**src/rtl/lrupr_pkg.sv**
```systemverilog
`timescale 1ns / 1ps

package lrupr_pkg;

  // Defaults for the top-level parameters
  localparam int MaxFramesDef = 16;
  localparam int PageWidthDef = 16;

  // Fixed port widths
  localparam int CfgWidth     = 5;
  localparam int PageIoWidth  = 16;
  localparam int FrameIoWidth = 4;
  localparam int TotalWidth   = 32;

  // Reset value of the frame count register
  localparam logic [CfgWidth-1:0] FramesReset = CfgWidth'(16);

  // Depth of the queue between front and back
  localparam int QueueDepth = 2;

  // Index width that never drops to zero
  function automatic int idx_width(input int depth);
    return (depth > 1) ? $clog2(depth) : 1;
  endfunction

  // Back-end sequencer states
  typedef enum logic [1:0] {
    BK_IDLE,
    BK_SCAN,
    BK_WAIT,
    BK_UPDATE
  } back_state_t;

endpackage

```
**src/rtl/lrupr_ram.sv**
```systemverilog
`timescale 1ns / 1ps

module lrupr_ram #(
  parameter int WIDTH = 16,
  parameter int DEPTH = 16
) (
  input  logic                          clk,
  input  logic                          wr_en,
  input  logic [$clog2(DEPTH > 1 ? DEPTH : 2)-1:0] wr_addr,
  input  logic [WIDTH-1:0]              wr_data,
  input  logic                          rd_en,
  input  logic [$clog2(DEPTH > 1 ? DEPTH : 2)-1:0] rd_addr,
  output logic [WIDTH-1:0]              rd_data
);

  logic [WIDTH-1:0] mem [DEPTH];

  // One write port, one registered read port
  always_ff @(posedge clk) begin
    if (wr_en) begin
      mem[wr_addr] <= wr_data;
    end
    if (rd_en) begin
      rd_data <= mem[rd_addr];
    end
  end

endmodule

```
**src/rtl/lrupr_front.sv**
```systemverilog
`timescale 1ns / 1ps

module lrupr_front
  import lrupr_pkg::*;
#(
  parameter int MAX_FRAMES = MaxFramesDef,
  parameter int PAGE_WIDTH = PageWidthDef,
  localparam int CNT_W = $clog2(MAX_FRAMES + 1)
) (
  input  logic                   clk,
  input  logic                   rst,
  input  logic                   start,
  output logic                   busy,
  input  logic [PageIoWidth-1:0] page_number,
  input  logic                   cfg_wr_en,
  input  logic [CfgWidth-1:0]    cfg_wr_data,
  output logic                   q_avail,
  input  logic                   q_pop,
  output logic [PAGE_WIDTH-1:0]  q_page,
  output logic [CNT_W-1:0]       q_count
);

  localparam int PTR_W = idx_width(QueueDepth);
  localparam int OCC_W = $clog2(QueueDepth + 1);

  logic [CfgWidth-1:0]   frames_in_use;
  logic [CNT_W-1:0]      n_clamp;
  logic [PAGE_WIDTH-1:0] page_masked;
  logic                  push;

  logic [PAGE_WIDTH-1:0] ent_page [QueueDepth];
  logic [CNT_W-1:0]      ent_count [QueueDepth];
  logic [PTR_W-1:0]      wr_ptr;
  logic [PTR_W-1:0]      rd_ptr;
  logic [OCC_W-1:0]      occ;

  // Frame count register
  always_ff @(posedge clk) begin
    if (rst) begin
      frames_in_use <= FramesReset;
    end else if (cfg_wr_en) begin
      frames_in_use <= cfg_wr_data;
    end
  end

  // Classify: clamp the frame count and keep only the page bits in use
  always_comb begin
    if (frames_in_use == '0) begin
      n_clamp = CNT_W'(1);
    end else if (int'(frames_in_use) > MAX_FRAMES) begin
      n_clamp = CNT_W'(MAX_FRAMES);
    end else begin
      n_clamp = CNT_W'(frames_in_use);
    end
    page_masked = PAGE_WIDTH'(page_number);
  end

  assign busy = (int'(occ) == QueueDepth);
  assign push = start && !busy;

  // Queue storage
  always_ff @(posedge clk) begin
    if (push) begin
      ent_page[wr_ptr]  <= page_masked;
      ent_count[wr_ptr] <= n_clamp;
    end
  end

  // Queue pointers and occupancy
  always_ff @(posedge clk) begin
    if (rst) begin
      wr_ptr <= '0;
      rd_ptr <= '0;
      occ    <= '0;
    end else begin
      if (push) begin
        wr_ptr <= (int'(wr_ptr) == QueueDepth - 1) ? '0 : wr_ptr + PTR_W'(1);
      end
      if (q_pop) begin
        rd_ptr <= (int'(rd_ptr) == QueueDepth - 1) ? '0 : rd_ptr + PTR_W'(1);
      end
      if (push && !q_pop) begin
        occ <= occ + OCC_W'(1);
      end else if (q_pop && !push) begin
        occ <= occ - OCC_W'(1);
      end
    end
  end

  assign q_avail = (occ != '0);
  assign q_page  = ent_page[rd_ptr];
  assign q_count = ent_count[rd_ptr];

endmodule

```
**src/rtl/lrupr_back.sv**
```systemverilog
`timescale 1ns / 1ps

module lrupr_back
  import lrupr_pkg::*;
#(
  parameter int MAX_FRAMES = MaxFramesDef,
  parameter int PAGE_WIDTH = PageWidthDef,
  localparam int CNT_W = $clog2(MAX_FRAMES + 1)
) (
  input  logic                    clk,
  input  logic                    rst,
  input  logic                    q_avail,
  output logic                    q_pop,
  input  logic [PAGE_WIDTH-1:0]   q_page,
  input  logic [CNT_W-1:0]        q_count,
  output logic                    done,
  output logic                    hit,
  output logic [FrameIoWidth-1:0] frame_index,
  output logic                    evicted_valid,
  output logic [PageIoWidth-1:0]  evicted_page,
  output logic [TotalWidth-1:0]   fault_count,
  output logic [TotalWidth-1:0]   hit_count
);

  localparam int IDX_W = idx_width(MAX_FRAMES);
  localparam int AW    = $clog2(MAX_FRAMES > 1 ? MAX_FRAMES : 2);

  back_state_t state, state_next;

  // Current word
  logic [PAGE_WIDTH-1:0] cur_page;
  logic [CNT_W-1:0]      cur_count;

  // Scan issue and compare stage
  logic [IDX_W-1:0] scan_idx;
  logic             scan_last;
  logic             cmp_vld;
  logic [IDX_W-1:0] cmp_idx;
  logic             ram_rd_en;
  logic [PAGE_WIDTH-1:0] ram_rd_data;

  // Candidates gathered over the scan
  logic                  hit_found;
  logic [IDX_W-1:0]      hit_idx;
  logic [IDX_W-1:0]      hit_rank;
  logic                  emp_found;
  logic [IDX_W-1:0]      emp_idx;
  logic [IDX_W-1:0]      lru_idx;
  logic [IDX_W-1:0]      lru_rank;
  logic [PAGE_WIDTH-1:0] lru_page;

  // Per-frame state
  logic [MAX_FRAMES-1:0] frame_valid;
  logic [IDX_W-1:0]      recency_rank [MAX_FRAMES];
  logic [IDX_W-1:0]      rank_next [MAX_FRAMES];
  logic [CNT_W-1:0]      valid_cnt;

  // Totals
  logic [TotalWidth-1:0] fault_total;
  logic [TotalWidth-1:0] hit_total;

  // Update decision
  logic             upd_en;
  logic [IDX_W-1:0] sel_idx;
  logic             sel_was_valid;
  logic [IDX_W-1:0] sel_rank;
  logic [CNT_W-1:0] others;
  logic             wr_en;

  // Frame page store
  lrupr_ram #(
    .WIDTH (PAGE_WIDTH),
    .DEPTH (MAX_FRAMES)
  ) u_page_ram (
    .clk     (clk),
    .wr_en   (wr_en),
    .wr_addr (AW'(sel_idx)),
    .wr_data (cur_page),
    .rd_en   (ram_rd_en),
    .rd_addr (AW'(scan_idx)),
    .rd_data (ram_rd_data)
  );

  assign scan_last = (CNT_W'(scan_idx) == cur_count - CNT_W'(1));

  // Next state and strobes
  always_comb begin
    state_next = state;
    q_pop      = 1'b0;
    ram_rd_en  = 1'b0;
    upd_en     = 1'b0;
    case (state)
      BK_IDLE: begin
        if (q_avail) begin
          q_pop      = 1'b1;
          state_next = BK_SCAN;
        end
      end
      BK_SCAN: begin
        ram_rd_en = 1'b1;
        if (scan_last) begin
          state_next = BK_WAIT;
        end
      end
      BK_WAIT: begin
        state_next = BK_UPDATE;
      end
      BK_UPDATE: begin
        upd_en     = 1'b1;
        state_next = BK_IDLE;
      end
      default: begin
        state_next = BK_IDLE;
      end
    endcase
  end

  // State register and scan control
  always_ff @(posedge clk) begin
    if (rst) begin
      state    <= BK_IDLE;
      cmp_vld  <= 1'b0;
      scan_idx <= '0;
    end else begin
      state   <= state_next;
      cmp_vld <= (state == BK_SCAN);
      if (state == BK_IDLE) begin
        scan_idx <= '0;
      end else if (state == BK_SCAN && !scan_last) begin
        scan_idx <= scan_idx + IDX_W'(1);
      end
    end
  end

  // Latch the word and compare index
  always_ff @(posedge clk) begin
    if (q_pop) begin
      cur_page  <= q_page;
      cur_count <= q_count;
    end
    cmp_idx <= scan_idx;
  end

  // Compare stage: first match, first empty, lowest rank (first on a tie)
  always_ff @(posedge clk) begin
    if (q_pop) begin
      hit_found <= 1'b0;
      emp_found <= 1'b0;
    end else if (cmp_vld) begin
      if (!hit_found && frame_valid[cmp_idx] && ram_rd_data == cur_page) begin
        hit_found <= 1'b1;
        hit_idx   <= cmp_idx;
        hit_rank  <= recency_rank[cmp_idx];
      end
      if (!emp_found && !frame_valid[cmp_idx]) begin
        emp_found <= 1'b1;
        emp_idx   <= cmp_idx;
      end
      if (cmp_idx == '0 || recency_rank[cmp_idx] < lru_rank) begin
        lru_idx  <= cmp_idx;
        lru_rank <= recency_rank[cmp_idx];
        lru_page <= ram_rd_data;
      end
    end
  end

  // Pick the frame and work out the new ranks
  always_comb begin
    if (hit_found) begin
      sel_idx = hit_idx;
    end else if (emp_found) begin
      sel_idx = emp_idx;
    end else begin
      sel_idx = lru_idx;
    end
    sel_was_valid = hit_found || !emp_found;
    sel_rank      = hit_found ? hit_rank : lru_rank;
    others        = sel_was_valid ? valid_cnt - CNT_W'(1) : valid_cnt;
    wr_en         = upd_en && !hit_found;
    for (int i = 0; i < MAX_FRAMES; i++) begin
      if (IDX_W'(i) == sel_idx) begin
        rank_next[i] = IDX_W'(others);
      end else if (sel_was_valid && frame_valid[i] && recency_rank[i] > sel_rank) begin
        rank_next[i] = recency_rank[i] - IDX_W'(1);
      end else begin
        rank_next[i] = recency_rank[i];
      end
    end
  end

  // Frame state and totals
  always_ff @(posedge clk) begin
    if (rst) begin
      frame_valid <= '0;
      valid_cnt   <= '0;
      fault_total <= '0;
      hit_total   <= '0;
      for (int i = 0; i < MAX_FRAMES; i++) begin
        recency_rank[i] <= '0;
      end
    end else if (upd_en) begin
      frame_valid[sel_idx] <= 1'b1;
      if (!sel_was_valid) begin
        valid_cnt <= valid_cnt + CNT_W'(1);
      end
      for (int i = 0; i < MAX_FRAMES; i++) begin
        recency_rank[i] <= rank_next[i];
      end
      if (hit_found) begin
        hit_total <= (hit_total == '1) ? hit_total : hit_total + TotalWidth'(1);
      end else begin
        fault_total <= (fault_total == '1) ? fault_total : fault_total + TotalWidth'(1);
      end
    end
  end

  // Result strobe
  always_ff @(posedge clk) begin
    if (rst) begin
      done <= 1'b0;
    end else begin
      done <= upd_en;
    end
  end

  // Result word
  always_ff @(posedge clk) begin
    if (upd_en) begin
      hit           <= hit_found;
      frame_index   <= FrameIoWidth'(sel_idx);
      evicted_valid <= !sel_was_valid ? 1'b0 : !hit_found;
      evicted_page  <= (!hit_found && !emp_found) ? PageIoWidth'(lru_page) : '0;
      fault_count   <= hit_found ? fault_total
                     : ((fault_total == '1) ? fault_total : fault_total + TotalWidth'(1));
      hit_count     <= !hit_found ? hit_total
                     : ((hit_total == '1) ? hit_total : hit_total + TotalWidth'(1));
    end
  end

endmodule

```
**src/rtl/lru_page_replacement_top.sv**
```systemverilog
`timescale 1ns / 1ps

// LRU page replacement over a fully associative set of frames. Pulse start
// with a page number while busy is low; the word goes into a two-deep queue
// and busy rises only when that queue is full. The back end scans the frames
// in use (frames_in_use, clamped to 1..MAX_FRAMES) one per cycle through the
// single read port of the frame page RAM, and the result appears on the
// result ports for exactly one cycle with done high. Results cannot be
// stalled: sample them whenever done is high. Write frames_in_use only while
// the block is idle. No clearing pass is needed after reset; frame valid
// bits live in flip-flops.

module lru_page_replacement_top
  import lrupr_pkg::*;
#(
  parameter int MAX_FRAMES = MaxFramesDef,
  parameter int PAGE_WIDTH = PageWidthDef
) (
  input  logic                    clk,
  input  logic                    rst,
  input  logic                    start,
  output logic                    busy,
  input  logic [PageIoWidth-1:0]  page_number,
  input  logic                    cfg_wr_en,
  input  logic [CfgWidth-1:0]     cfg_wr_data,
  output logic                    done,
  output logic                    hit,
  output logic [FrameIoWidth-1:0] frame_index,
  output logic                    evicted_valid,
  output logic [PageIoWidth-1:0]  evicted_page,
  output logic [TotalWidth-1:0]   fault_count,
  output logic [TotalWidth-1:0]   hit_count
);

  localparam int CNT_W = $clog2(MAX_FRAMES + 1);

  logic                  q_avail;
  logic                  q_pop;
  logic [PAGE_WIDTH-1:0] q_page;
  logic [CNT_W-1:0]      q_count;

  lrupr_front #(
    .MAX_FRAMES (MAX_FRAMES),
    .PAGE_WIDTH (PAGE_WIDTH)
  ) u_front (
    .clk         (clk),
    .rst         (rst),
    .start       (start),
    .busy        (busy),
    .page_number (page_number),
    .cfg_wr_en   (cfg_wr_en),
    .cfg_wr_data (cfg_wr_data),
    .q_avail     (q_avail),
    .q_pop       (q_pop),
    .q_page      (q_page),
    .q_count     (q_count)
  );

  lrupr_back #(
    .MAX_FRAMES (MAX_FRAMES),
    .PAGE_WIDTH (PAGE_WIDTH)
  ) u_back (
    .clk           (clk),
    .rst           (rst),
    .q_avail       (q_avail),
    .q_pop         (q_pop),
    .q_page        (q_page),
    .q_count       (q_count),
    .done          (done),
    .hit           (hit),
    .frame_index   (frame_index),
    .evicted_valid (evicted_valid),
    .evicted_page  (evicted_page),
    .fault_count   (fault_count),
    .hit_count     (hit_count)
  );

  // Between words the back end returns to idle and scans again, so done never fires twice in a row
  a_done_spaced: assert property (@(posedge clk) disable iff (rst)
    done |=> !done)
    else $error("done strobe on consecutive cycles");

  // A hit never reports an eviction
  a_hit_no_evict: assert property (@(posedge clk) disable iff (rst)
    (done && hit) |-> (!evicted_valid && evicted_page == '0))
    else $error("eviction reported on a hit");

  // The queue is empty right after reset
  a_idle_after_reset: assert property (@(posedge clk)
    rst |=> !busy)
    else $error("busy high right after reset");

endmodule
```
**config.mk**
```make
export PLATFORM = sky130hd
export DESIGN_NAME = lru_page_replacement_top
export DESIGN_NICKNAME = d
export VERILOG_FILES = /design/src/rtl/lrupr_pkg.sv /design/src/rtl/lrupr_ram.sv /design/src/rtl/lrupr_front.sv /design/src/rtl/lrupr_back.sv /design/src/rtl/lru_page_replacement_top.sv
export SDC_FILE = /design/constraint.sdc
export NUM_CORES = 1
export LEC_CHECK = 0
export BUFFER_PORTS_ARGS = -buffer_cell sky130_fd_sc_hd__buf_2
export CAP_MARGIN = 20
export CORE_MARGIN = 10
export CORE_UTILIZATION = 30
export CTS_CLUSTER_DIAMETER = 120
export DETAILED_ROUTE_END_ITERATION = 8
export HOLD_SLACK_MARGIN = 0.1
export MAX_ROUTING_LAYER = met4
export SYNTH_ARGS = -nofsm -noshare
export SYNTH_HDL_FRONTEND = slang
export SYNTH_SLANG_ARGS = --single-unit
```
**constraint.sdc**
```tcl
create_clock -name clk -period 5.3 [get_ports clk]
set_clock_uncertainty 0.05 [all_clocks]
set_input_delay 0.53 -clock clk [delete_from_list [all_inputs] [get_ports clk]]
set_output_delay 0.53 -clock clk [all_outputs]
set_load 0.05 [all_outputs]
```
# Yosys cells after proc, flatten, opt, wreduce, memory -nomap -nowiden
# Memory sizes are Yosys's and may differ from the RTL's. A register that Yosys moved wholly into a read port is not among the register bits.
# Cells that the tools add are included.
classes:
  n_eq_ne: 25
  muxes: 82
  order_cmp: 21
  reduce_logical: 65
  addsub: 26
  n_bitwise: 19
op_table:
  columns: ["operator", "count"]
  rows:
  - ["$mux W4", 52]
  - ["$mux W32", 4]
  - ["$sub A4 B1 Y4 const B", 17]
  - ["$add A32 B1 Y32 const B", 2]
  - ["$eq A32 B32 Y1 const B", 2]
  - ["$gt A4 B4 Y1", 16]
  - ["$logic_and A1 B1 Y1", 42]
  - ["$eq A4 B4 Y1 const A", 8]
  - ["$mux W1", 17]
  - ["$eq A16 B16 Y1", 1]
  - ["$eq A3 B4 Y1 const A", 4]
  - ["$or A1 B1 Y1", 16]
  - ["$or A16 B16 Y16", 1]
  - ["$lt A4 B5 Y1 const B", 2]
  - ["$mux W5", 2]
  - ["$reduce_and A3 Y1", 3]
  - ["$eq A2 B4 Y1 const A", 2]
  - ["$logic_not A4 Y1", 2]
  - ["$mux W2", 4]
  - ["$pmux W2 S4", 1]
  - ["$reduce_and A2 Y1", 4]
  - ["$logic_not A1 Y1", 7]
  - ["$eq A2 B2 Y1 const B", 3]
  - ["$add A5 B1 Y5 const B", 1]
  - ["21 further kinds", 25]
totals:
  ram_bits: 362
  ff_bits: 230
  elab_cells: 269
  memories: 4
  output_inout_bits: 88
mem_list:
  columns: ["name", "depth", "word_bits", "rd", "rd_clocked_by_memory_dff", "wr", "line", "source"]
  rows:
  - ["u_back.u_page_ram.mem", 16, 16, 1, 1, 1, "lrupr_ram.sv:16", "logic [WIDTH-1:0] mem [DEPTH];"]
  - ["u_back.recency_rank", 16, 4, 17, 1, 16, "lrupr_back.sv:54", "logic [IDX_W-1:0] recency_rank [MAX_FRAMES];"]
  - ["u_front.ent_page", 2, 16, 1, 1, 1, "lrupr_front.sv:31", "logic [PAGE_WIDTH-1:0] ent_page [QueueDepth];"]
  - ["u_front.ent_count", 2, 5, 1, 1, 1, "lrupr_front.sv:32", "logic [CNT_W-1:0] ent_count [QueueDepth];"]

# Logic depth before layout (Yosys ltp)
depth:
  depth_word: 7
  mapped_depth: 10
  ltp_nobuf: 7

# Hierarchy
# From an unflattened synthesis, not the netlist that was laid out.
unflattened:
  hier_cells: 2053
  area_unflattened_um2: 28461.0
by_module_without_submodules:
  columns: ["mod", "area_each_um2", "cells_per_inst", "n_inst"]
  rows:
  - ["lrupr_back", 16318.2, 1507, 1]
  - ["lrupr_ram", 10202.3, 432, 1]
  - ["lrupr_front", 1940.6, 114, 1]

# Worst setup path after synthesis
# Ideal clock, no wire load.
synth_timing:
  path_kind: "register -> register"
  startpoint: "register u_back.state[1]"
  endpoint: "memory u_back.recency_rank[0][0] (netlist name) (enable)"
  synth_period_minus_slack_ns: 4.841
  setup_ns: 0.350
  arrival_time_ns: 4.441
  stages_incl_launch_ff: 7
  required_time_ns: 4.900
  slack_ns: 0.459
  cell_sequence: "dfxtp_1 -> ha_1 -> clkinv_1 -> a21oi_1 -> clkbuf_1 -> nand3_1 -> o221ai_1"
synth_rtl:
  columns: ["element", "line", "source"]
  rows:
  - ["start, declared", "lrupr_back.sv:28", "back_state_t state, state_next;"]
  - ["start signal, assigned", "lrupr_back.sv:125", "state <= state_next;"]
  - ["end, declared", "lrupr_back.sv:54", null]

# Final worst setup path
layout_timing:
  startpoint: "register u_back.cmp_idx[0]"
  endpoint: "register u_back.lru_page[12] (enable)"
layout_via:
  elab_chain_cells: 3
layout_lines:
  columns: ["element", "line", "source"]
  rows:
  - ["start, declared", "lrupr_back.sv:38", "logic [IDX_W-1:0] cmp_idx;"]
  - ["start signal, assigned", "lrupr_back.sv:141", "cmp_idx <= scan_idx;"]
  - ["$logic_not A4 Y1", "lrupr_back.sv:159", "if (cmp_idx == '0 || recency_rank[cmp_idx] < lru_rank) begin"]
  - ["$logic_or A1 B1 Y1", "lrupr_back.sv:159", null]
  - ["$reduce_and A3 Y1 (no source line)", null, null]
  - ["end signal, assigned", "lrupr_back.sv:162", "lru_page <= ram_rd_data;"]
  - ["end, declared", "lrupr_back.sv:50", "logic [PAGE_WIDTH-1:0] lru_page;"]
# No other way between the ends.
# A chain may end at the register's enable or synchronous reset.

==> out/qor.csv <==
stage;metric;value;unit
status;status;finished clean;
synthesis;synthSimpleGateAreaFrac;10.1;%
critical_path;end_kind;register;
power_and_ir_drop;sw_frac_of_total;28.7;%
sta;slew_violations;0;
synthesis;syn-num-nets;2115;
synthesis;synth_edf_count;521;
route;antenna_left;0;
synthesis;ys_ff_latch;628;
die;core_area;93600;um2
route;post_drt_wl_per_cell;20.5;um
synthesis;syn_area;28400;um2
critical_path;crit_slowest_cell;dfxtp_1;
cells_and_area;finish.instance_area;33000;um2
critical_path;crit_chain;buf_4, mux4_2, mux4_2, ha_1, or4b_1, a221oi_4, buf_4;
critical_path;critPathMaxFanout;24;
route;vias;17591;
min_path;worst_hold_startpoint;cfg_wr_data[1];
sta;fin_setup_tns;0;ns
job;cap_violations;0;
power_and_ir_drop;power.density;403;nW/um2
die;start_util;30.3;%
grt;track_usage;13.2;%
sta;period_needed;4.21;ns
power_and_ir_drop;ir_worst_vdd;0.255;mV
sta;worst_slack;1.09;ns
critical_path;crit_path_max_incr_delay;0.94;ns
critical_path;crit_start;u_back.cmp_idx[0]$_DFF_P_;
placement;placed_area;30400;um2
sta;worst-slew-pin-transition;1.04;ns
critical_path;critPathLaunchType;register;
synthesis;synth_cell_types;58;
route;routed_wl;70600;um
critical_path;crit_arrival;4.41;ns
clock_network;clock_latency;0.63;ns
die;dieArea;107000;um2
die;die_y;327;um
die;die_w;327;um
clock_network;postCtsSetupBuffers;0;
critical_path;worstPathRequired;5.50;ns
sta;final_hold_viol_count;0;
synthesis;muxShareOfSynthArea;10.1;%
cells_and_area;seqCellArea;17800;um2
power_and_ir_drop;p_switching;0.00381;W
route;drt_iter0_markers;1339;
route;avgViaCountPerCell;5.11;
synthesis;synth_top_area_share;55.2;%
power_and_ir_drop;p_clk_share;35.7;%
synthesis;yosys.area.top_type;edfxtp_1;
grt;grt_max_degree;71;
clock_network;cts_buffer_depth;3;
grt;grt_pass1_vias;17733;
power_and_ir_drop;power.leakage;10.9;nW
critical_path;worstSetupPathType;reg -> reg;
power_and_ir_drop;intPower;0.00948;W
critical_path;rrSetupSlack;1.09;ns
synthesis;synth_compound_area_share;6.43;%
die;pin_count;113;
cells_and_area;final_cell_mix;521 x edfxtp_1, 149 x nor2_1, 111 x buf_2;
grt;antenna_found_initial;3;
grt;grt_pass1_wl;108000;um
power_and_ir_drop;combinationalPowerShare;14.7;%
min_path;hp-class;in -> reg;
synthesis;synth_area_leaders;edfxtp_1 55%, mux4_2 7.6%, dfxtp_1 7.6%;
sta;rsz0062_at_grt;no;
sta;period_share;79.4;%
cells_and_area;fill_cells;9023;
sta;max_freq;238;MHz
clock_network;cts_tree;built;
clock_network;cts_buffers;70;
cells_and_area;multiInputGateArea;9920;um2
cells_and_area;antenna_cells;0;
grt;globalRouteOverflowTotal;0;
synthesis;synth_ff_type;edfxtp_1;
cells_and_area;area_growth_syn_to_layout;16.2;%
placement;place_hpwl;44900;um
route;remaining_drc_errors;0;
clock_network;cts.sinks;628;
cells_and_area;layout.cells.most_common;edfxtp_1;
critical_path;r2r_start;u_back.cmp_idx[0]$_DFF_P_;
placement;pre_cts_slack;1.09;ns
sta;max-slew-margin-rel;30.7;%
route;drtPass1Iterations;5;
synthesis;seq_area_frac_synth;62.7;%
placement;io_buffers;112;
synthesis;async_flop_share;0;%
cells_and_area;layout-drive-gt1-share;18.6;%
synthesis;synthAdderAreaFrac;4.15;%
synthesis;synth_top_family_by_area;multiplexers;
die;rows;112;
clock_network;htree_levels;3;
synthesis;synth_xor_area_share;3.98;%
power_and_ir_drop;p_seq_share;49.6;%
synthesis;syn_area_per_cell;14.2;um2
cells_and_area;nets;2253;
clock_network;root_buffer;clkbuf_16;
placement;gp_congestion;0.838;
synthesis;synthCells;1996;
sta;finalSetupViolCount;0;
clock_network;clkTransAtPathRegs;0.06;ns
synthesis;yosys_warnings;0;
## cell families (layout without fill, tap and decap cells)
group,after synthesis,in the layout
AO/OA/AOI/OAI,272,272
XOR/XNOR,129,129
flip-flops,628,628
AND/OR/NAND/NOR,545,545
multiplexers,151,151
buffers and inverters,177,371
adder cells (fa/ha/maj),94,94
## cell usage after synthesis (all sizes together) (16+ instances only)
library cell	n
xnor2	60
dfxtp	107
nand4	61
o21a	21
xor2	69
nor3	55
a21oi	76
mux2	27
nand2	63
mux4	104
clkbuf	79
nor4	18
or4	34
inv	54
or3	21
o31ai	33
ha	94
a211oi	71
edfxtp	521
o221ai	16
nor2	150
nand2b	19
and2	21
buf	39
nor2b	25
mux2i	20
nand3	42
o21ai	38
## sequential cells by signal, summed over array words and instances (netlist names), 4 cells and up
signal                     count
u_back.hit_idx                 4
u_back.valid_cnt               4
u_back.u_page_ram.rd_data     16
u_front.ent_count             10
u_back.recency_rank           64
u_back.scan_idx                4
u_back.lru_idx                 4
u_back.lru_rank                4
u_back.emp_idx                 4
u_back.u_page_ram.mem        256
u_front.ent_page              32
u_back.cur_page               16
u_back.cur_count               5
u_back.hit_rank                4
u_back.fault_count            32
u_back.evicted_page           16
u_back.cmp_idx                 4
u_back.hit_count              32
u_back.lru_page               16
u_back.hit_total              32
u_back.frame_valid            16
u_back.fault_total            32
u_back.frame_index             4
u_front.frames_in_use          5
## path summary, 6_finish.rpt
kind / end / depth (start not counted)
setup / recovery: u_back.lru_page[12]$_DFFE_PP_ / 7
setup reg to reg: u_back.lru_page[12]$_DFFE_PP_ / 7
hold reg to reg: u_back.lru_page[11]$_DFFE_PP_ / 0
hold / removal: u_front.frames_in_use[1]$_SDFFE_PP0P_ / 3
## worst max-delay path: cells and delay by family, from the launching register on
kind / cells / cell delay, ns
and+or+nand+nor: 1 / 0.57
muxes: 2 / 1.07
DFF: 1 / 0.94
AOI/OAI and AO/OA: 1 / 0.27
adders and majority gates: 1 / 0.23
buffers and inverters: 2 / 0.70
## stage by stage
| stage | hold slack (ns) | std cells | utilization [%] | power (W) |
|---|---|---|---|---|
| 2_1_floorplan | 0.276 | 1996 | - | 0.00782 |
| 3_3_place_gp | 0.412 | 3293 | 32.5 | 0.00853 |
| 6_report | 0.133 | 3444 | 35.2 | 0.0133 |
| 4_1_cts | 0.105 | 3442 | 35.1 | 0.0134 |
| 3_5_place_dp | 0.409 | 3294 | 32.5 | 0.00864 |
| 5_1_grt | 0.152 | 3444 | 35.2 | 0.0139 |
## cell type report
| class | count | share of cell area (%) |
|---|---|---|
| flip-flops and latches | 628 | 54.0 |
| well taps | 1254 | 4.76 |
| multi-input cells | 1191 | 30.1 |
| repair buffers | 184 | 3.63 |
| clock inverters | 35 | 1.09 |
| clock buffers | 93 | 5.73 |
| inverters | 59 | 0.672 |
## metal layers
layer | up-vias | routed length, um | GRT usage (%)
met1 | 8867 | 29900 | 16.6
met5 | - | 0 | -
met3 | 124 | 4430 | 2.49
li1 | 8044 | - | -
met2 | 556 | 34500 | 21.6
met4 | 0 | 1830 | 4.13
## power by group through the flow
stage / Combinational [W] / Clock [W] / Sequential, W
2_1_floorplan: 0.00119 / 0 / 0.00663
3_3_place_gp: 0.00186 / 0 / 0.00667
3_5_place_dp: 0.00191 / 0 / 0.00672
4_1_cts: 0.00194 / 0.00487 / 0.00662
5_1_grt: 0.00212 / 0.00506 / 0.00667
6_report: 0.00195 / 0.00474 / 0.00660
## what timing repair did
| action | CTS | global route |
|---|---|---|
| hold endpoints to repair | 36 | 0 |
| hold buffers | 20 | 0 |
| gates resized for setup | 0 | 0 |
(Power assumes the default switching activity.)
